===== src/design/arpc_pkg.sv =====
// Shared types and constants for the ARP cache and responder.
// Used by arpc_table, arpc_engine and arp_cache_and_responder_unit.
package arpc_pkg;

  localparam int unsigned TABLE_ENTRIES_DEF = 16;

  // Item kinds
  localparam logic [1:0] KIND_RX      = 2'd0;
  localparam logic [1:0] KIND_RESOLVE = 2'd1;
  localparam logic [1:0] KIND_LOOKUP  = 2'd2;

  // Configuration register indexes
  localparam logic CFG_OWN_IP  = 1'b0;
  localparam logic CFG_OWN_MAC = 1'b1;

  // ARP header codes
  localparam logic [15:0] HW_ETHERNET = 16'h0001;
  localparam logic [15:0] PTYPE_IP4   = 16'h0800;
  localparam logic [15:0] OP_REQUEST  = 16'h0001;

  // Frame opcodes on the result side
  localparam logic [1:0] FRAME_OP_NONE    = 2'd0;
  localparam logic [1:0] FRAME_OP_REQUEST = 2'd1;
  localparam logic [1:0] FRAME_OP_REPLY   = 2'd2;

  // Status codes
  localparam logic [1:0] STATUS_OK        = 2'd0;
  localparam logic [1:0] STATUS_BAD_PROTO = 2'd1;
  localparam logic [1:0] STATUS_BAD_HW    = 2'd2;
  localparam logic [1:0] STATUS_FULL      = 2'd3;

  localparam logic [47:0] BCAST_MAC = 48'hFFFF_FFFF_FFFF;

  typedef struct packed {
    logic [1:0]  kind;
    logic [15:0] hw_type;
    logic [15:0] proto_type;
    logic [15:0] opcode;
    logic [47:0] sender_mac;
    logic [31:0] sender_ip;
    logic [31:0] target_ip;
  } arpc_item_t;

  typedef struct packed {
    logic        frame_valid;
    logic [1:0]  frame_opcode;
    logic [47:0] frame_dest_mac;
    logic [31:0] frame_target_ip;
    logic        lookup_hit;
    logic [47:0] lookup_mac;
    logic        lookup_pending;
    logic        entry_changed;
    logic        neighbor_resolved;
    logic [1:0]  status;
  } arpc_result_t;

  // One table slot as read back
  typedef struct packed {
    logic        valid;
    logic [31:0] ip;
    logic [47:0] mac;
    logic        pending;
  } arpc_rd_t;

  // Write request into the table; a write always marks the slot valid
  typedef struct packed {
    logic        en;
    logic [31:0] ip;
    logic [47:0] mac;
    logic        pending;
  } arpc_wr_t;

endpackage


===== src/design/arp_cache_and_responder_unit.sv =====
// Channel   Dir  Handshake              Payload
// in        in   in_valid / in_stall    kind, hw_type, proto_type, opcode,
//                                       sender_mac, sender_ip, target_ip
// out       out  out_valid / out_stall  frame_*, lookup_*, entry_changed,
//                                       neighbor_resolved, status
// cfg       in   cfg_valid / cfg_ready  cfg_index, cfg_data
//
// A table item goes from accept through the SCAN and UPDATE states to HOLD
// and then the output register; the scan reads one slot a cycle through a
// single read port and one IP comparator. Received packets with a non-IPv4 protocol
// and unused kinds skip the scan. Reset (rst, synchronous) clears all slots.
// in_stall stays high while an item is in work or its result waits for the
// output register; the output register frees itself while out_stall is low.
// Top level of the ARP cache and responder. Depends on arpc_pkg, arpc_table
// and arpc_engine.
module arp_cache_and_responder_unit #(
  parameter int unsigned TABLE_ENTRIES = arpc_pkg::TABLE_ENTRIES_DEF
) (
  input  logic        clk,
  input  logic        rst,

  input  logic        in_valid,
  output logic        in_stall,
  input  logic [1:0]  kind,
  input  logic [15:0] hw_type,
  input  logic [15:0] proto_type,
  input  logic [15:0] opcode,
  input  logic [47:0] sender_mac,
  input  logic [31:0] sender_ip,
  input  logic [31:0] target_ip,

  output logic        out_valid,
  input  logic        out_stall,
  output logic        frame_valid,
  output logic [1:0]  frame_opcode,
  output logic [47:0] frame_dest_mac,
  output logic [31:0] frame_target_ip,
  output logic        lookup_hit,
  output logic [47:0] lookup_mac,
  output logic        lookup_pending,
  output logic        entry_changed,
  output logic        neighbor_resolved,
  output logic [1:0]  status,

  input  logic        cfg_valid,
  output logic        cfg_ready,
  input  logic        cfg_index,
  input  logic [47:0] cfg_data
);

  localparam int unsigned IDX_W = (TABLE_ENTRIES > 1) ? $clog2(TABLE_ENTRIES) : 1;

  logic [31:0]            own_ip;
  arpc_pkg::arpc_item_t   item;
  arpc_pkg::arpc_rd_t     rd;
  arpc_pkg::arpc_wr_t     wr;
  arpc_pkg::arpc_result_t res;
  logic [IDX_W-1:0]       rd_addr;
  logic [IDX_W-1:0]       wr_addr;
  logic                   rd_en;
  logic                   busy;
  logic                   res_valid;
  logic                   res_taken;
  logic                   in_accept;

  assign cfg_ready = 1'b1;
  assign in_stall  = busy;
  assign in_accept = in_valid && !in_stall;
  assign res_taken = res_valid && (!out_valid || !out_stall);

  assign item.kind       = kind;
  assign item.hw_type    = hw_type;
  assign item.proto_type = proto_type;
  assign item.opcode     = opcode;
  assign item.sender_mac = sender_mac;
  assign item.sender_ip  = sender_ip;
  assign item.target_ip  = target_ip;

  // own_mac is the sender address of sent frames, inserted by the transmit
  // path; only own_ip is held here.
  always_ff @(posedge clk) begin
    if (rst) begin
      own_ip <= '0;
    end else if (cfg_valid && cfg_ready) begin
      case (cfg_index)
        arpc_pkg::CFG_OWN_IP: own_ip <= cfg_data[31:0];
        default: begin
          own_ip <= own_ip;
        end
      endcase
    end
  end

  arpc_table #(
    .ENTRIES (TABLE_ENTRIES)
  ) u_table (
    .clk     (clk),
    .rst     (rst),
    .rd_en   (rd_en),
    .rd_addr (rd_addr),
    .rd      (rd),
    .wr      (wr),
    .wr_addr (wr_addr)
  );

  arpc_engine #(
    .ENTRIES (TABLE_ENTRIES)
  ) u_engine (
    .clk       (clk),
    .rst       (rst),
    .start     (in_accept),
    .item      (item),
    .own_ip    (own_ip),
    .rd_en     (rd_en),
    .rd_addr   (rd_addr),
    .rd        (rd),
    .wr        (wr),
    .wr_addr   (wr_addr),
    .busy      (busy),
    .res_valid (res_valid),
    .res       (res),
    .res_taken (res_taken)
  );

  // Output register
  always_ff @(posedge clk) begin
    if (rst) begin
      out_valid <= 1'b0;
    end else if (res_taken) begin
      out_valid <= 1'b1;
    end else if (!out_stall) begin
      out_valid <= 1'b0;
    end
  end

  always_ff @(posedge clk) begin
    if (res_taken) begin
      frame_valid       <= res.frame_valid;
      frame_opcode      <= res.frame_opcode;
      frame_dest_mac    <= res.frame_dest_mac;
      frame_target_ip   <= res.frame_target_ip;
      lookup_hit        <= res.lookup_hit;
      lookup_mac        <= res.lookup_mac;
      lookup_pending    <= res.lookup_pending;
      entry_changed     <= res.entry_changed;
      neighbor_resolved <= res.neighbor_resolved;
      status            <= res.status;
    end
  end

  a_busy_after_accept: assert property (@(posedge clk) disable iff (rst)
    in_accept |=> in_stall)
    else $error("input accepted while the engine stayed idle");

  a_frame_opcode: assert property (@(posedge clk) disable iff (rst)
    (out_valid && frame_valid) |->
      (frame_opcode == arpc_pkg::FRAME_OP_REQUEST ||
       frame_opcode == arpc_pkg::FRAME_OP_REPLY))
    else $error("frame sent without a request or reply opcode");

  a_pending_lookup: assert property (@(posedge clk) disable iff (rst)
    (out_valid && lookup_pending) |-> (lookup_hit && lookup_mac == '0))
    else $error("pending lookup without hit or with nonzero MAC");

  a_resolved_is_rx: assert property (@(posedge clk) disable iff (rst)
    (out_valid && neighbor_resolved) |-> !lookup_hit)
    else $error("refresh and lookup hit reported together");

endmodule


===== src/design/arpc_table.sv =====
// ARP slot storage: IP, MAC and pending memories plus per-slot valid flops.
// One registered read port, one write port. Depends on arpc_pkg.
module arpc_table #(
  parameter int unsigned ENTRIES = arpc_pkg::TABLE_ENTRIES_DEF,
  localparam int unsigned IDX_W = (ENTRIES > 1) ? $clog2(ENTRIES) : 1
) (
  input  logic               clk,
  input  logic               rst,
  input  logic               rd_en,
  input  logic [IDX_W-1:0]   rd_addr,
  output arpc_pkg::arpc_rd_t rd,
  input  arpc_pkg::arpc_wr_t wr,
  input  logic [IDX_W-1:0]   wr_addr
);

  logic [31:0] mem_ip   [ENTRIES];
  logic [47:0] mem_mac  [ENTRIES];
  logic        mem_pend [ENTRIES];
  logic [ENTRIES-1:0] valid;

  always_ff @(posedge clk) begin
    if (rst) begin
      valid <= '0;
    end else if (wr.en) begin
      valid[wr_addr] <= 1'b1;
    end
  end

  always_ff @(posedge clk) begin
    if (wr.en) begin
      mem_ip[wr_addr]   <= wr.ip;
      mem_mac[wr_addr]  <= wr.mac;
      mem_pend[wr_addr] <= wr.pending;
    end
    if (rd_en) begin
      rd.valid   <= valid[rd_addr];
      rd.ip      <= mem_ip[rd_addr];
      rd.mac     <= mem_mac[rd_addr];
      rd.pending <= mem_pend[rd_addr];
    end
  end

endmodule


===== src/design/arpc_engine.sv =====
// Sequencer for the ARP cache: scans the table one slot a cycle through a
// single IP comparator, then applies at most one table write and builds the result.
// Depends on arpc_pkg; drives arpc_table.
module arpc_engine #(
  parameter int unsigned ENTRIES = arpc_pkg::TABLE_ENTRIES_DEF,
  localparam int unsigned IDX_W = (ENTRIES > 1) ? $clog2(ENTRIES) : 1
) (
  input  logic                   clk,
  input  logic                   rst,
  input  logic                   start,
  input  arpc_pkg::arpc_item_t   item,
  input  logic [31:0]            own_ip,
  output logic                   rd_en,
  output logic [IDX_W-1:0]       rd_addr,
  input  arpc_pkg::arpc_rd_t     rd,
  output arpc_pkg::arpc_wr_t     wr,
  output logic [IDX_W-1:0]       wr_addr,
  output logic                   busy,
  output logic                   res_valid,
  output arpc_pkg::arpc_result_t res,
  input  logic                   res_taken
);

  localparam int unsigned CNT_W = $clog2(ENTRIES + 1);

  typedef enum logic [1:0] {
    IDLE,
    SCAN,
    UPDATE,
    HOLD
  } state_t;

  state_t               state;
  arpc_pkg::arpc_item_t itm;
  logic [31:0]          key;
  logic [CNT_W-1:0]     issue_cnt;
  logic                 chk;
  logic [IDX_W-1:0]     chk_idx;
  logic                 hit_found;
  logic [IDX_W-1:0]     hit_idx;
  logic [47:0]          hit_mac;
  logic                 hit_pending;
  logic                 free_found;
  logic [IDX_W-1:0]     free_idx;

  arpc_pkg::arpc_result_t upd_res;
  arpc_pkg::arpc_result_t proto_res;
  arpc_pkg::arpc_wr_t     upd_wr;
  logic [IDX_W-1:0]       upd_idx;
  logic                   own_match;
  logic                   full;

  assign rd_en     = (state == SCAN) && (issue_cnt != CNT_W'(ENTRIES));
  assign rd_addr   = issue_cnt[IDX_W-1:0];
  assign busy      = (state != IDLE);
  assign res_valid = (state == HOLD);
  assign own_match = (itm.target_ip == own_ip);

  // Result for a received packet that is not IPv4
  always_comb begin
    proto_res        = '0;
    proto_res.status = arpc_pkg::STATUS_BAD_PROTO;
  end

  // Outcome of the scan: at most one slot write and the result item
  always_comb begin
    upd_res = '0;
    upd_wr  = '0;
    upd_idx = free_idx;
    full    = 1'b0;
    case (itm.kind)
      arpc_pkg::KIND_RX: begin
        if (hit_found) begin
          upd_wr.en                 = 1'b1;
          upd_wr.ip                 = key;
          upd_wr.mac                = itm.sender_mac;
          upd_wr.pending            = 1'b0;
          upd_idx                   = hit_idx;
          upd_res.entry_changed     = (hit_mac != itm.sender_mac);
          upd_res.neighbor_resolved = 1'b1;
        end else if (own_match) begin
          if (free_found) begin
            upd_wr.en      = 1'b1;
            upd_wr.ip      = itm.sender_ip;
            upd_wr.mac     = itm.sender_mac;
            upd_wr.pending = 1'b0;
          end else begin
            full = 1'b1;
          end
        end
        if ((itm.opcode == arpc_pkg::OP_REQUEST) && own_match) begin
          upd_res.frame_valid     = 1'b1;
          upd_res.frame_opcode    = arpc_pkg::FRAME_OP_REPLY;
          upd_res.frame_dest_mac  = itm.sender_mac;
          upd_res.frame_target_ip = itm.sender_ip;
        end
        if (full) begin
          upd_res.status = arpc_pkg::STATUS_FULL;
        end else if (itm.hw_type != arpc_pkg::HW_ETHERNET) begin
          upd_res.status = arpc_pkg::STATUS_BAD_HW;
        end else begin
          upd_res.status = arpc_pkg::STATUS_OK;
        end
      end
      arpc_pkg::KIND_RESOLVE: begin
        upd_res.frame_valid     = 1'b1;
        upd_res.frame_opcode    = arpc_pkg::FRAME_OP_REQUEST;
        upd_res.frame_dest_mac  = arpc_pkg::BCAST_MAC;
        upd_res.frame_target_ip = itm.target_ip;
        if (!hit_found) begin
          if (free_found) begin
            upd_wr.en      = 1'b1;
            upd_wr.ip      = itm.target_ip;
            upd_wr.mac     = '0;
            upd_wr.pending = 1'b1;
          end else begin
            upd_res.status = arpc_pkg::STATUS_FULL;
          end
        end
      end
      arpc_pkg::KIND_LOOKUP: begin
        if (hit_found) begin
          upd_res.lookup_hit     = 1'b1;
          upd_res.lookup_mac     = hit_pending ? '0 : hit_mac;
          upd_res.lookup_pending = hit_pending;
        end
      end
      default: begin
        upd_res = '0;
      end
    endcase
  end

  always_comb begin
    wr     = upd_wr;
    wr.en  = upd_wr.en && (state == UPDATE);
    wr_addr = upd_idx;
  end

  always_ff @(posedge clk) begin
    if (rst) begin
      state      <= IDLE;
      chk        <= 1'b0;
      hit_found  <= 1'b0;
      free_found <= 1'b0;
    end else begin
      case (state)
        IDLE: begin
          if (start) begin
            itm        <= item;
            key        <= (item.kind == arpc_pkg::KIND_RX) ? item.sender_ip : item.target_ip;
            issue_cnt  <= '0;
            chk        <= 1'b0;
            hit_found  <= 1'b0;
            free_found <= 1'b0;
            if ((item.kind == arpc_pkg::KIND_RX) &&
                (item.proto_type != arpc_pkg::PTYPE_IP4)) begin
              res   <= proto_res;
              state <= HOLD;
            end else if ((item.kind == arpc_pkg::KIND_RX) ||
                         (item.kind == arpc_pkg::KIND_RESOLVE) ||
                         (item.kind == arpc_pkg::KIND_LOOKUP)) begin
              state <= SCAN;
            end else begin
              // unused kind: empty result
              res   <= '0;
              state <= HOLD;
            end
          end
        end
        SCAN: begin
          // check the slot read in the previous cycle; keep the lowest match
          if (chk) begin
            if (rd.valid && (rd.ip == key) && !hit_found) begin
              hit_found   <= 1'b1;
              hit_idx     <= chk_idx;
              hit_mac     <= rd.mac;
              hit_pending <= rd.pending;
            end
            if (!rd.valid && !free_found) begin
              free_found <= 1'b1;
              free_idx   <= chk_idx;
            end
          end
          if (rd_en) begin
            issue_cnt <= issue_cnt + 1'b1;
            chk       <= 1'b1;
            chk_idx   <= rd_addr;
          end else begin
            chk   <= 1'b0;
            state <= UPDATE;
          end
        end
        UPDATE: begin
          res   <= upd_res;
          state <= HOLD;
        end
        HOLD: begin
          if (res_taken) begin
            state <= IDLE;
          end
        end
        default: begin
          state <= IDLE;
        end
      endcase
    end
  end

endmodule


===== config.mk =====
export PLATFORM = sky130hd
export DESIGN_NAME = arp_cache_and_responder_unit
export DESIGN_NICKNAME = d
export VERILOG_FILES = /design/src/design/arpc_pkg.sv /design/src/design/arp_cache_and_responder_unit.sv /design/src/design/arpc_table.sv /design/src/design/arpc_engine.sv
export SDC_FILE = /design/constraint.sdc
export NUM_CORES = 2
export LEC_CHECK = 0
export BUFFER_PORTS_ARGS = -buffer_cell sky130_fd_sc_hd__buf_2
export CORE_MARGIN = 2
export CORE_UTILIZATION = 28
export DETAILED_ROUTE_END_ITERATION = 7
export GPL_TIMING_DRIVEN = 1
export PLACE_DENSITY = 0.41
export SETUP_SLACK_MARGIN = 0.3
export SYNTH_ARGS = -nofsm -noshare
export SYNTH_HDL_FRONTEND = slang
export SYNTH_SLANG_ARGS = --single-unit

===== constraint.sdc =====
create_clock -name clk -period 13.7 [get_ports clk]
set_input_delay 0.685 -clock clk [delete_from_list [all_inputs] [get_ports clk]]
set_output_delay 0.685 -clock clk [all_outputs]
set_load 0.01 [all_outputs]

==> impl_metrics.tcl <==
set metrics [dict create \
    netlist_area_um2 72900 \
    cp-start-kind "flip-flop" \
    flow.area_growth_from_synthesis_pct 19.8 \
    io_buffers 338 \
    maxSlewViolCount 0 \
    vdd_drop_max_mv 0.131 \
    drc 0 \
    synth_xor_area_share_pct 1.38 \
    rr_worst_depth 8 \
    cp_cell_sequence "xor2_1 > nor4_1 > nand4_1 > nor3_4 > o211ai_1 > a21oi_4 > buf_4 > buf_4" \
    fmax_mhz 170 \
    nets 4117 \
    r2r_slack_ns 7.81 \
    worst_skew_pair.late_latency_ns 0.86 \
    cts_buffers 210 \
    synth_cell_types 50 \
    ant_nets 0 \
    die_h_um 514 \
    grt_pass1_wl_mm 294 \
    hpwl_mm 112 \
    hold_class "input pin to flip-flop" \
    synth.avg_cell_area_um2 22.3 \
    htree_num_levels 4 \
    drt_iter0_markers 2867 \
    setup-tns-final_ns 0 \
    grt_start_max_net_pins 128 \
    p_seq_share_pct 49.8 \
    place_ws_ns 7.66 \
    layout_commonest_cell "edfxtp_1" \
    whs_endpoint "u_engine.itm[24]" \
    powerDensity_nw_per_um2 161 \
    antenna_found_initial 6 \
    synth-simple-area-share_pct 2.50 \
    maxCapViolations 0 \
    crit_top_cell "buf_4" \
    wirelength_mm 209 \
    post-cts-setup-buffers 0 \
    viasPerCell 4.65 \
    synthCells 3271 \
    yosysSeqAreaShare_pct 79.6 \
    crit_required_ns 14.16 \
    cts_tree "built" \
    cts-root-buf "clkbuf_16" \
    worst_slew_pin_slew_ns 1.24 \
    coreArea_um2 259000 \
    worstSetupEndpointType "flip-flop" \
    synth_compound_area_share_pct 2.21 \
    muxShareOfSynthArea_pct 13.2 \
    layout-drive-gt1-share_pct 29.8 \
    synth_top_family_by_area "multiplexers" \
    pwr-share-comb_pct 10.7 \
    hp-start "target_ip[24]" \
    initial_core_util_pct 28.1 \
    worstPathArrival_ns 6.35 \
    ys_warn_count 0 \
    yosys.area_share.adder_pct 0.103 \
    dieArea_um2 264000 \
    max_slew_margin_pct 16.8 \
    cts_buffer_depth 3 \
    ios 356 \
    final_util_pct 33.7 \
    p_leak_nw 25.3 \
    rows 187 \
    status "finished, final reports clean" \
    crit_type "flip-flop to flip-flop" \
    grt_pass1_vias 36622 \
    hold_depth 1 \
    pwr-share-clk_pct 39.5 \
    synthFlopType "edfxtp_1" \
    most-common-layout-cells "edfxtp_1 (1896), mux4_2 (410), buf_2 (338)" \
    grt_overflow 0 \
    rsz0062_at_grt "no" \
    die_x_um 514 \
    hold_viol 0 \
    routabilityCongestion 0.739 \
    worstPathMaxFanout 34 \
    wire_per_inst_um 28.0 \
    synth_edf_count 1896 \
    grtUsageTotal_pct 15.7 \
    switchingPower_mw 3.48 \
    power_mw 14.0 \
    synth_nets 3493 \
    p_sw_share_pct 24.8 \
    ys_ff_latch 1950 \
    slowest_delay_ns 0.97 \
    num_vias 34833 \
    setup_viol 0 \
    r2r_start "u_engine.itm[17]" \
    drt-pass1-iter-count 5 \
    critPathSlowestCell "a21oi_4" \
    cts_sinks 1950 \
    period_needed_ns 5.89 \
    async_flop_share_pct 0 \
    intPower_mw 10.6 \
    skew_ns 0.0349 \
    cts.clk_slew.worst_paths_ns 0.06 \
    finalWorstSetupSlack_ns 7.81 \
    post-route-period-util_pct 43.0 \
    r2r-end "u_table.mem_ip[11][8]" \
]
==> area by class of cell <==
| cell class | instances | area, um2 |
|---|---|---|
| fillers | 24481 | 172000 |
| inverters | 13 | 48.8 |
| repair buffers | 570 | 3880 |
| multi-input cells | 1150 | 14400 |
| well taps | 3402 | 4260 |
| flip-flops and latches | 1950 | 58000 |
| clock inverters | 144 | 1220 |
| diodes | 2 | 5.00 |
| clock buffers | 252 | 5480 |
==> state kept, by name, indices dropped and copies added (netlist names), 2 cells and up <==
name                cells
frame_dest_mac         48
frame_opcode            2
frame_target_ip        32
lookup_mac             48
own_ip                 32
status                  2
u_engine.chk_idx        4
u_engine.free_idx       4
u_engine.hit_idx        4
u_engine.hit_mac       48
u_engine.issue_cnt      5
u_engine.itm          146
u_engine.key           32
u_engine.res          137
u_engine.state          2
u_table.mem_ip        512
u_table.mem_mac       768
u_table.mem_pend       16
u_table.rd             82
u_table.valid          16
==> cells in the mapped netlist (7+ instances only) <==
cell type | n | area share, %
mux4_2 | 410 | 13
inv_1 | 13 | 0.067
buf_1 | 10 | 0.052
dfxtp_1 | 54 | 1.5
mux2_2 | 34 | 0.53
nor4_1 | 31 | 0.27
nor2_1 | 36 | 0.19
edfxtp_1 | 1896 | 78
xor2_1 | 88 | 1.1
o21ai_0 | 33 | 0.23
a21o_1 | 48 | 0.49
nand2_1 | 117 | 0.60
a22oi_1 | 41 | 0.42
a211oi_1 | 12 | 0.12
o31ai_1 | 7 | 0.072
xnor2_1 | 27 | 0.32
and2_1 | 55 | 0.47
a21oi_1 | 36 | 0.25
buf_2 | 47 | 0.32
nand4_1 | 13 | 0.11
clkbuf_1 | 100 | 0.52
nor3_1 | 11 | 0.076
nor2b_1 | 55 | 0.47
a22o_1 | 31 | 0.37
==> timing repair <==
action                    4_1_cts  5_1_grt
gates resized for setup         0        0
hold buffers                  130        0
hold endpoints to repair      130        0
==> through the flow <==
stage                     std cells  instance area (um2)  hold slack, ns
after floorplan                3271                72900           0.400
after global placement         6955                79300           0.402
after detailed placement       6955                79300           0.405
after CTS                      7481                87300        0.000212
after global routing           7482                87300         0.00578
final                          7483                87300          0.0748
==> how the worst max path moves through the flow <==
stage	to	from
after floorplan	u_engine.res[0]	kind[1]
after global placement	u_table.mem_mac[11][32]	u_engine.itm[17]
after detailed placement	u_table.mem_mac[11][44]	u_engine.itm[17]
after CTS	u_table.mem_ip[11][8]	u_engine.itm[17]
after global routing	u_table.mem_ip[11][8]	u_engine.itm[17]
final	u_table.mem_ip[11][8]	u_engine.itm[17]
==> worst max-delay path: cells and delay by family (launching register included) <==
kind            cells  cell delay (ns)
simple gates        3             1.88
buf+inv             2             1.51
compound gates      2             1.35
flops               1             0.44
xor+xnor            1             0.20
==> cells by family (layout without fill, tap and decap cells) <==
logic type,after synthesis,in the layout
buffers and inverters,171,979
AOI/OAI and AO/OA,234,234
other,1,3
adders and majority gates,6,6
xor gates and xnor gates,115,115
DFF,1950,1950
muxes,446,446
and+or+nand+nor,348,348
==> power groups by stage <==
stage          Clock (mW)  Sequential, mW  Combinational, mW
6_report             5.54            6.98               1.50
5_1_grt              5.95            7.01               1.62
4_1_cts              5.71            6.99               1.56
3_5_place_dp            0            7.12               1.53
3_3_place_gp            0            7.11               1.53
2_1_floorplan           0            7.15              0.927
==> layer usage <==
metal	GRT usage [%]	share of wire, %	vias up
met5	0	0	-
met4	3.33	1.6	0
met3	2.15	3.7	208
met2	26.6	50	730
met1	21.5	45	19074
li1	-	-	14821
(Power assumes the default switching activity.)
